===== src/ict_pkg.sv =====
`default_nettype none
package ict_pkg;
    localparam logic [1:0] FUNC_OBSERVE = 2'd0;
    localparam logic [1:0] FUNC_REAP    = 2'd1;
    localparam logic [1:0] FUNC_CLEAR   = 2'd2;

    localparam logic [1:0] PH_DETECTING = 2'd0;
    localparam logic [1:0] PH_MATCHED   = 2'd1;
    localparam logic [1:0] PH_CONFIRMED = 2'd2;

    localparam logic [1:0] REG_UNKNOWN_AFTER = 2'd0;
    localparam logic [1:0] REG_CONFIRM_STREAK = 2'd1;
    localparam logic [1:0] REG_COOLDOWN = 2'd2;

    localparam logic [24:0] NO_RESIDENT = 25'h1FFFFFF;
    localparam logic signed [15:0] SIM_FLOOR = 16'sh8000;
    localparam logic [7:0] STREAK_MAX = 8'd255;

    typedef struct packed {
        logic [15:0] key;
        logic [1:0]  phase;
        logic [24:0] resident;
        logic [7:0]  streak;
        logic signed [15:0] peak_sim;
        logic [31:0] first_seen;
        logic        unknown_sent;
    } t_session;
endpackage
`default_nettype wire


===== src/identity_confirmation_tracker_unit.sv =====
// identity confirmation tracker: keeps a session table of tracked subjects
// and a per-resident cooldown table. a transaction with func observation
// finds or creates its subject's session and may produce one report
// (unknown subject, or resident confirmed). func reap drops sessions not
// seen since the last reap or clear; func clear empties both tables.
// a single sequencer walks the tables one entry per cycle through one shared
// elapsed-time compare unit. after an observation is taken o_stall stays
// high through the search of all SESSION_SLOTS session entries and the
// update; a confirmation adds the cooldown search (look for the resident,
// then a free entry, then the oldest entry) and any report an emit state,
// and o_stall stays high longer while an earlier report is still
// stalled in the output register. reap, clear and the unused func code
// finish in the cycle they are taken and never raise o_stall. no new
// transaction is taken until the report, if any, has been handed to the
// output register. results wait in an output register with valid/stall.
// times wrap modulo 2^32.
`default_nettype none
module identity_confirmation_tracker_unit
    import ict_pkg::*;
#(
    parameter int SESSION_SLOTS  = 16,
    parameter int COOLDOWN_SLOTS = 16
) (
    input  wire          i_clk,
    input  wire          i_rst_n,
    // configuration write port
    input  wire          i_cfg_we,
    input  wire  [1:0]   i_cfg_index,
    input  wire  [31:0]  i_cfg_data,
    // input channel
    input  wire          i_valid,
    output logic         o_stall,
    input  wire  [1:0]   i_func,
    input  wire  [15:0]  i_subject_key,
    input  wire          i_has_match,
    input  wire  [23:0]  i_resident_id,
    input  wire signed [15:0] i_similarity,
    input  wire  [31:0]  i_timestamp_ms,
    // output channel
    output logic         o_valid,
    input  wire          i_stall,
    output logic [15:0]  o_out_subject_key,
    output logic         o_is_confirmed,
    output logic [23:0]  o_out_resident_id,
    output logic signed [15:0] o_best_similarity
);
    localparam int SW = (SESSION_SLOTS > 1) ? $clog2(SESSION_SLOTS) : 1;
    localparam int CW = (COOLDOWN_SLOTS > 1) ? $clog2(COOLDOWN_SLOTS) : 1;

    // sequencer states
    localparam logic [2:0] ST_IDLE   = 3'd0;
    localparam logic [2:0] ST_FIND   = 3'd1; // look for the subject's session
    localparam logic [2:0] ST_UPDATE = 3'd2; // update session, decide report
    localparam logic [2:0] ST_CLOOK  = 3'd3; // look for resident in cooldown table
    localparam logic [2:0] ST_CFREE  = 3'd4; // look for a free cooldown entry
    localparam logic [2:0] ST_COLD   = 3'd5; // find the oldest cooldown entry
    localparam logic [2:0] ST_EMIT   = 3'd6; // hand the report to the output

    // configuration
    logic [31:0] r_unknown_after, r_cooldown;
    logic [7:0]  r_confirm_streak;

    // session table: flags in flip-flops, payload in a memory
    logic [SESSION_SLOTS-1:0] r_slot_valid, r_slot_seen;
    t_session r_sess_mem [SESSION_SLOTS];
    // cooldown table
    logic [COOLDOWN_SLOTS-1:0] r_cool_valid;
    logic [23:0] r_cool_res  [COOLDOWN_SLOTS];
    logic [31:0] r_cool_time [COOLDOWN_SLOTS];

    logic [2:0]  r_state, n_state;
    logic [SW:0] r_sidx;
    logic [CW:0] r_cidx;
    // held transaction
    logic [15:0] r_key;
    logic        r_match;
    logic [23:0] r_rid;
    logic signed [15:0] r_sim;
    logic [31:0] r_now;
    // found session / free slot
    logic        r_found, r_free_ok;
    logic [SW-1:0] r_hit, r_free;
    // oldest cooldown search
    logic [CW-1:0] r_pick;
    logic [31:0] r_oldest;
    logic signed [15:0] r_rep_sim;
    logic        r_rep_conf;

    logic [SW-1:0] sidx;
    logic [CW-1:0] cidx;
    assign sidx = r_sidx[SW-1:0];
    assign cidx = r_cidx[CW-1:0];

    // session written by the update: the hit, or the first free slot
    logic [SW-1:0] tgt;
    assign tgt = r_found ? r_hit : r_free;

    // shared compare unit: elapsed time against a limit
    logic [31:0] cu_age, cu_lim;
    logic        cu_ge;
    t_session    cur, upd;
    logic        cool_done;

    always_comb begin
        cur    = r_sess_mem[r_hit];
        cu_age = 32'd0;
        cu_lim = 32'd0;
        if (r_state == ST_UPDATE) begin
            cu_age = r_now - cur.first_seen;
            cu_lim = r_unknown_after;
        end else begin
            cu_age = r_now - r_cool_time[cidx];
            cu_lim = r_cooldown;
        end
        cu_ge = (cu_age >= cu_lim);
    end

    // session update for an observation
    logic upd_report_unk, upd_try_conf;
    always_comb begin
        upd = cur;
        upd_report_unk = 1'b0;
        upd_try_conf   = 1'b0;
        if (!r_found) begin
            upd.key = r_key;
            upd.phase = PH_DETECTING;
            upd.resident = NO_RESIDENT;
            upd.streak = 8'd0;
            upd.peak_sim = SIM_FLOOR;
            upd.first_seen = r_now;
            upd.unknown_sent = 1'b0;
        end
        if (!r_match) begin
            if (upd.phase != PH_DETECTING) begin
                upd.phase = PH_DETECTING;
                upd.resident = NO_RESIDENT;
                upd.streak = 8'd0;
                upd.peak_sim = SIM_FLOOR;
            end
            // a new session has zero elapsed time
            if (!upd.unknown_sent && (r_found ? cu_ge : (r_unknown_after == 32'd0))) begin
                upd.unknown_sent = 1'b1;
                upd_report_unk = 1'b1;
            end
        end else begin
            if (upd.resident == {1'b0, r_rid}) begin
                if (upd.streak != STREAK_MAX) upd.streak = upd.streak + 8'd1;
                if (r_sim > upd.peak_sim) upd.peak_sim = r_sim;
            end else begin
                upd.resident = {1'b0, r_rid};
                upd.streak = 8'd1;
                upd.peak_sim = r_sim;
            end
            if (upd.phase == PH_DETECTING) upd.phase = PH_MATCHED;
            if (upd.streak >= r_confirm_streak && upd.phase != PH_CONFIRMED) begin
                upd.phase = PH_CONFIRMED;
                upd_try_conf = 1'b1;
            end
        end
    end

    assign cool_done = (r_cidx == (CW+1)'(COOLDOWN_SLOTS - 1));
    assign o_stall = (r_state != ST_IDLE);

    always_ff @(posedge i_clk) begin
        if (!i_rst_n) begin
            r_unknown_after  <= 32'd3000;
            r_confirm_streak <= 8'd3;
            r_cooldown       <= 32'd10000;
            r_slot_valid <= '0;
            r_slot_seen  <= '0;
            r_cool_valid <= '0;
            r_state <= ST_IDLE;
            o_valid <= 1'b0;
        end else begin
            if (i_cfg_we) begin
                case (i_cfg_index)
                    REG_UNKNOWN_AFTER:  r_unknown_after  <= i_cfg_data;
                    REG_CONFIRM_STREAK: r_confirm_streak <= i_cfg_data[7:0];
                    REG_COOLDOWN:       r_cooldown       <= i_cfg_data;
                    default: ;
                endcase
            end
            // the emit state handles its own valid
            if (o_valid && !i_stall && r_state != ST_EMIT) o_valid <= 1'b0;
            case (r_state)
                ST_IDLE: begin
                    if (i_valid) begin
                        r_key <= i_subject_key;
                        r_match <= i_has_match;
                        r_rid <= i_resident_id;
                        r_sim <= i_similarity;
                        r_now <= i_timestamp_ms;
                        r_sidx <= '0;
                        r_found <= 1'b0;
                        r_free_ok <= 1'b0;
                        case (i_func)
                            FUNC_OBSERVE: r_state <= ST_FIND;
                            FUNC_REAP: begin
                                r_slot_valid <= r_slot_valid & r_slot_seen;
                                r_slot_seen <= '0;
                            end
                            FUNC_CLEAR: begin
                                r_slot_valid <= '0;
                                r_slot_seen <= '0;
                                r_cool_valid <= '0;
                            end
                            default: ;
                        endcase
                    end
                end
                ST_FIND: begin
                    // one session entry per cycle, first hit and first free kept
                    if (!r_found && r_slot_valid[sidx] && r_sess_mem[sidx].key == r_key) begin
                        r_found <= 1'b1;
                        r_hit <= sidx;
                    end
                    if (!r_free_ok && !r_slot_valid[sidx]) begin
                        r_free_ok <= 1'b1;
                        r_free <= sidx;
                    end
                    if (r_sidx == (SW+1)'(SESSION_SLOTS - 1)) r_state <= ST_UPDATE;
                    r_sidx <= r_sidx + 1'b1;
                end
                ST_UPDATE: begin
                    if (!r_found && !r_free_ok) r_state <= ST_IDLE; // table full: drop
                    else begin
                        r_slot_valid[tgt] <= 1'b1;
                        r_slot_seen[tgt] <= 1'b1;
                        r_sess_mem[tgt] <= upd;
                        r_rep_sim <= upd.peak_sim;
                        r_cidx <= '0;
                        if (upd_report_unk) begin
                            r_rep_conf <= 1'b0;
                            r_state <= ST_EMIT;
                        end else if (upd_try_conf) begin
                            r_rep_conf <= 1'b1;
                            r_state <= ST_CLOOK;
                        end else r_state <= ST_IDLE;
                    end
                end
                ST_CLOOK: begin
                    // first entry of this resident decides cooldown
                    if (r_cool_valid[cidx] && r_cool_res[cidx] == r_rid) begin
                        if (!cu_ge) r_state <= ST_IDLE; // suppressed
                        else begin
                            r_cool_time[cidx] <= r_now;
                            r_state <= ST_EMIT;
                        end
                    end else if (cool_done) begin
                        r_cidx <= '0;
                        r_state <= ST_CFREE;
                    end else r_cidx <= r_cidx + 1'b1;
                end
                ST_CFREE: begin
                    if (!r_cool_valid[cidx]) begin
                        r_cool_valid[cidx] <= 1'b1;
                        r_cool_res[cidx] <= r_rid;
                        r_cool_time[cidx] <= r_now;
                        r_state <= ST_EMIT;
                    end else if (cool_done) begin
                        r_cidx <= '0;
                        r_pick <= '0;
                        r_oldest <= '0;
                        r_state <= ST_COLD;
                    end else r_cidx <= r_cidx + 1'b1;
                end
                ST_COLD: begin
                    // greatest elapsed time, lowest index on ties
                    if (r_cidx == '0 || cu_age > r_oldest) begin
                        r_oldest <= cu_age;
                        r_pick <= cidx;
                    end
                    if (cool_done) begin
                        if (r_cidx == '0 || cu_age > r_oldest) begin
                            r_cool_res[cidx] <= r_rid;
                            r_cool_time[cidx] <= r_now;
                        end else begin
                            r_cool_res[r_pick] <= r_rid;
                            r_cool_time[r_pick] <= r_now;
                        end
                        r_state <= ST_EMIT;
                    end else r_cidx <= r_cidx + 1'b1;
                end
                ST_EMIT: begin
                    if (!o_valid || !i_stall) begin
                        o_valid <= 1'b1;
                        o_out_subject_key <= r_key;
                        o_is_confirmed <= r_rep_conf;
                        o_out_resident_id <= r_rep_conf ? r_rid : 24'd0;
                        o_best_similarity <= r_rep_conf ? r_rep_sim : 16'sd0;
                        r_state <= ST_IDLE;
                    end
                end
                default: r_state <= ST_IDLE;
            endcase
        end
    end
endmodule
`default_nettype wire


===== config.mk =====
export PLATFORM = sky130hd
export DESIGN_NAME = identity_confirmation_tracker_unit
export DESIGN_NICKNAME = d
export VERILOG_FILES = /design/src/ict_pkg.sv /design/src/identity_confirmation_tracker_unit.sv
export SDC_FILE = /design/constraint.sdc
export NUM_CORES = 2
export LEC_CHECK = 0
export ABC_AREA = 1
export BUFFER_PORTS_ARGS = -buffer_cell sky130_fd_sc_hd__buf_2
export CORE_MARGIN = 3
export CORE_UTILIZATION = 60
export DETAILED_ROUTE_END_ITERATION = 6
export PLACE_DENSITY_LB_ADDON = 0.08
export SYNTH_ARGS = -nofsm -noshare
export SYNTH_HDL_FRONTEND = slang
export SYNTH_SLANG_ARGS = --single-unit

===== constraint.sdc =====
create_clock -name i_clk -period 11.48 [get_ports i_clk]
set_input_delay 1.148 -clock i_clk [delete_from_list [all_inputs] [get_ports i_clk]]
set_output_delay 1.148 -clock i_clk [all_outputs]
set_load 0.02 [all_outputs]

# After elaboration in Yosys (flattened, before gate mapping)
# Memories as Yosys holds them, arrays and structs flattened. A register that Yosys moved wholly into a read port is not among the register bits.
# Cells that the tools add are included.
dict set report totals {
  input_bits 130
  ff_bits 343
  latch_bits 0
  output_inout_bits 59
  ramBits 2496
  word_cells 259
  memories 3
  mem_bits_ro 0
}
# name words width read_ports rd_ports_with_merged_regs write_ports line_no
set memory_table {}
lappend memory_table {r_sess_mem 16 100 2 2 1 identity_confirmation_tracker_unit.sv:65} ;# t_session r_sess_mem [SESSION_SLOTS];
lappend memory_table {r_cool_time 16 32 1 1 1 identity_confirmation_tracker_unit.sv:69} ;# logic [31:0] r_cool_time [COOLDOWN_SLOTS];
lappend memory_table {r_cool_res 16 24 1 1 1 identity_confirmation_tracker_unit.sv:68} ;# logic [23:0] r_cool_res [COOLDOWN_SLOTS];
dict set report op_classes {
  shifts 0
  n_reduce_logical 54
  n_addsub 5
  n_div 0
  muxes 116
  n_eq_ne 37
  multipliers 0
  magnitude_cmp 9
  n_bitwise 8
}
# op n
set op_table {}
lappend op_table {{32-bit two-way mux} 8}
lappend op_table {{16-bit two-way mux} 9}
lappend op_table {{16-bit case mux with 2 select lines} 4}
lappend op_table {{51-bit two-way mux} 2}
lappend op_table {{100-bit two-way mux} 1}
lappend op_table {{24-bit two-way mux} 4}
lappend op_table {{32-bit case mux with 2 select lines} 1}
lappend op_table {{32-bit subtractor} 2}
lappend op_table {{16-bit bitwise OR} 3}
lappend op_table {{1-bit two-way mux} 43}
lappend op_table {{4-bit two-way mux} 10}
lappend op_table {{3-bit two-way mux} 12}
lappend op_table {{32-bit greater-or-equal comparator} 1}
lappend op_table {{32-bit > comparator} 1}
lappend op_table {{32-bit zero test} 1}
lappend op_table {{32-bit OR reduction} 1}
lappend op_table {{5-bit two-way mux} 6}
lappend op_table {{2-bit != test, second input constant} 15}
lappend op_table {{25-bit by 24-bit equality test with 1-bit output} 1}
lappend op_table {{25-bit two-way mux} 1}
lappend op_table {{24-bit equality test} 1}
lappend op_table {{4-bit AND reduction} 6}
lappend op_table {{24-bit OR reduction} 1}
lappend op_table {{3-bit case mux with 7 select lines} 1}
lappend op_table {{43 further kinds} 94}

# Depth between registers and ports, before layout
dict set report depth {
  ltp_word 13
  ltp_mapped 53
  depth_no_buf 44
}

# Worst setup path before layout
# No wires, ideal clock.
dict set report synth_path {
  kind {input to register}
  start {input port i_rst_n}
  end {memory r_sess_mem[3][0] in the netlist's numbering (enable)}
  slack_ns 1.341
  path_buffers 1
  path_stages 5
  required_time_ns 10.799
  t_arrival_ns 9.458
  path_cell_list {clkinv_1 -> nor2_1 -> inv_1 -> clkbuf_1 -> nor3_1}
}
dict set report synth_between {
  elab_chain_len 2
}
# item line_no
set synth_lines {}
lappend synth_lines {{start, declared} identity_confirmation_tracker_unit.sv:25} ;# input wire i_rst_n,
lappend synth_lines {{1-bit two-way mux} identity_confirmation_tracker_unit.sv:166} ;# if (!i_rst_n) begin
lappend synth_lines {{1-bit two-way mux (not written as such)} identity_confirmation_tracker_unit.sv:230} ;# r_sess_mem[tgt] <= upd;
lappend synth_lines {{end, declared} identity_confirmation_tracker_unit.sv:65}
# Every way passes these cells.

==> results list <==
- Number of pins with negative max-slew slack in the final report: between 200 and 300
- Of the available clock period, the critical path in the final layout requires between 80 and 90%.
- For the pin with the worst max-slew slack, the measured transition is around 1.8 ns.
- The critical path runs through a total of 32 cells.
- Signal routing reaches up to met5.
- The worst-case IR drop observed on VDD is between 100 and 150 uV.
* Vias in the first global route: a little under 80000
- The run finished, with violations left.
- In the layout the commonest cells are sky130_fd_sc_hd__edfxtp_1 (2715), sky130_fd_sc_hd__nor2_1 (1732), sky130_fd_sc_hd__o21ai_0 (1549).
* Total of hold buffers inserted after clock tree synthesis: 0
- CTS tree: built
- The floorplan has about 160 rows.
- Final TNS setup: 0 ns
* CP arrival: 10.04 ns
* Library cell contributing the largest single delay on the critical path: sky130_fd_sc_hd__nor2_4
- The number of nets in the synthesized netlist is slightly above 10000.
- CTS Buf Count: slightly above 300
- The worst setup path is captured at a flop.
- The count of nets left with antenna violations once routing finished came out at 0.
* Last weighted congestion value of the routability-driven placer: approximately 0.90
- IO Port Bufs: about 190
- Leaving out fill and tap cells, the most frequent cell in the layout is sky130_fd_sc_hd__edfxtp_1.
* Via-to-Cell Ratio: about 6.5
* Max Freq: roughly 100 MHz
- In this run the mean area of a mapped cell was approximately 12 um2.
- Final setup violating endpoints: 0
* Clock root buffer master: sky130_fd_sc_hd__clkbuf_16
- Finished Cell Area: roughly 130000 um2
* Filler cell count in the final layout: approximately 14000
* Gate count of the mapped netlist: about 9900
- Critical path class: reg -> reg
* Grt total ovfl: 0
* Post-route insts no fill: ~13000
* Worst path buffer plus inverter count: 4
* Leading register cell type out of synthesis: sky130_fd_sc_hd__edfxtp_1
- In the final layout, the share of cells above drive strength 1 is under 10%.
- Entering global routing, the biggest net connects 357 pins.
* Die Ht: 452 um
- Worst-path clk slew: roughly 0.060 ns
* Routed metal-1 wirelength: between 100 and 150 mm
- Once routing completed, OpenROAD measured the worst setup slack at about 2 ns.
* Global-route wire length before repair: between 400 and 500 mm
- Number of ports placed on the die boundary: 189
- After layout, the design draws a total of approximately 24 mW.
- The cell that appears most often on the critical path is sky130_fd_sc_hd__nand3_1.
- Worst EP required: 11.99 ns
- The detailed router placed between 80000 and 90000 vias in this run.
* Hold slack final: about 0.38 ns
* Net count reported at finish: just over 10000
- Total Routed Length: around 340 mm
- Counting flops with a built-in enable in the synthesized netlist gives 2715.
* Worst Path Max Fanout: between 300 and 400
- Final clock skew: 0.0593 ns
- For this design, the sink count on the clock tree is between 2000 and 3000.
- Horizontal die dimension: 452 um
* 1st-iter DRT viols: 11400
- Average wire per cell in the routed design: about 26 um
- The worst path in the final design needs a cycle of ~9.5 ns, including I/O delays and setup.
* Worst rel slew slack: -18.2%
* Routed wl met2: 156 mm
- Buffer depth of the longest clock path: 4
* Later-pin clock latency in the skew report: 0.94 ns
- Post-route DRC violation count: 0
- For this run, the slowest stage of the critical path takes 1.21 ns.
* Storage cell area: between 80000 and 90000 um2
* Reg2Reg Depth: 32
* Crit-path leading delay family: simple AND/OR/NAND/NOR gates
- Area of the multi-input gates: just over 30000 um2
- The worst setup path is launched from a flop.
* Number of distinct standard cells referenced by the synthesized netlist: 61
- Initial antenna violation count: 6
- The min-delay analysis places its worst path in the category in -> reg.
* Violations in the final reports: max-slew violations
* Count of placed standard cells including taps: 12200
- The analysis attributes to cell leakage a power of about 45 nW.
- RSZ-0062 raised after global routing: false
- Once the clock tree was built, the resizer swapped 0 gates to a different size.
- Final number of hold-violating endpoints: 0
- Across the run, the number of max-cap violations was 0.
- Before antenna repair, the detailed router went through 7 iterations.
* GRT Overall Usage: ~32%
* Netlist area before placement: approximately 120000 um2
- Buffer count from post-CTS setup fixing: 0
- Floorplan core area: about 200000 um2
* Post-synthesis sequential element count: about 2900
- Dividing total power by cell area gives a power density of 184 nW/um2.
- Detailed route wirelength on metal3: around 34 mm
* Starting utilization of the core area: between 60% and 70%
- Async set or reset register ratio after synthesis: 0%
* Warnings, synthesis: 0
- The die covers roughly 200000 um2.
- Worst Setup Slack post-DPL: 2.36 ns
- The share of the Yosys chip area taken by registers is between 70% and 80%.
- Utilization after layout: 66.8%
* Count of H-tree levels built during CTS: 5
- DP Area: 123000 um2
- Post-detail-place hpwl: between 150 and 200 mm
- Compared with the post-synthesis result, the final layout area differs by 10.5%.
- Hold depth: 1
-- worst paths after layout --
path                                          from                  to  slack [ns]
worst max-delay path                          flop  r_cool_time[9][10]        1.95
worst min-delay path            i_timestamp_ms[22]           r_now[22]        0.38
worst max register to register                flop  r_cool_time[9][10]        1.95
worst min register to register      r_slot_seen[2]      r_slot_seen[2]        0.45
-- final cells by class --
cell class | instances | share of cell area [%]
flip-flops and latches | 2851 | 63.8
multi-input cells | 5954 | 23.5
clock buffers | 372 | 6.15
well taps | 2640 | 2.50
repair buffers | 371 | 1.84
inverters | 411 | 1.22
clock inverters | 150 | 0.949
diodes | 7 | 0.0133
-- synth_stat cells (34+ instances only) --
cell,number,area (um2)
sky130_fd_sc_hd__nand2_1,680,2550
sky130_fd_sc_hd__buf_2,144,721
sky130_fd_sc_hd__dfxtp_1,136,2720
sky130_fd_sc_hd__o21ai_0,1549,7750
sky130_fd_sc_hd__o21ai_1,60,300
sky130_fd_sc_hd__clkbuf_1,424,1590
sky130_fd_sc_hd__o211ai_1,260,1950
sky130_fd_sc_hd__inv_1,400,1500
sky130_fd_sc_hd__nand4_1,50,313
sky130_fd_sc_hd__xor2_1,34,298
sky130_fd_sc_hd__a31oi_1,51,319
sky130_fd_sc_hd__buf_1,38,143
sky130_fd_sc_hd__nor2_1,1766,6630
sky130_fd_sc_hd__edfxtp_1,2715,81500
sky130_fd_sc_hd__buf_4,41,308
sky130_fd_sc_hd__o221ai_1,409,3580
sky130_fd_sc_hd__nor3_1,54,270
sky130_fd_sc_hd__ha_1,130,1630
sky130_fd_sc_hd__o22ai_1,141,882
sky130_fd_sc_hd__nand3_1,417,2090
sky130_fd_sc_hd__a21oi_1,257,1290
-- kinds of logic (layout without fill, tap and decap cells) --
logic type                 after synthesis  after routing  synth area share [%]
buffers and inverters                 1076           1304                  3.79
xor gates and xnor gates                47             47                 0.345
adders and majority gates              131            131                  1.38
AOI/OAI and AO/OA                     2767           2767                  13.7
muxes                                    5              5                0.0419
DFF                                   2851           2851                  70.6
other                                    0              7                     0
and+or+nand+nor                       3004           3004                  10.2
-- state kept, by name (all words and copies together) (netlist names), 24 cells and up, named ones only --
signal	count
r_cool_time	512
r_cooldown	32
r_oldest	32
r_cool_res	384
r_sess_mem	1600
r_unknown_after	32
o_out_resident_id	24
r_now	32
r_rid	24
-- where the power goes --
group	internal [mW]	total [mW]	leakage (nW)	switching [mW]
combinational	0.753	2.87	14.4	2.12
sequential	11.9	12.1	25.5	0.188
clock	5.48	9.38	4.61	3.90
total	18.1	24.3	44.5	6.21
-- routing by layer --
layer / vias up / GRT usage (%)
met3: 859 / 5.63
li1: 36500 / -
met4: 2 / 13.0
met1: 40700 / 45.6
met5: - / 0
met2: 4813 / 50.4
Note: power is estimated with default switching activity, not from simulation.
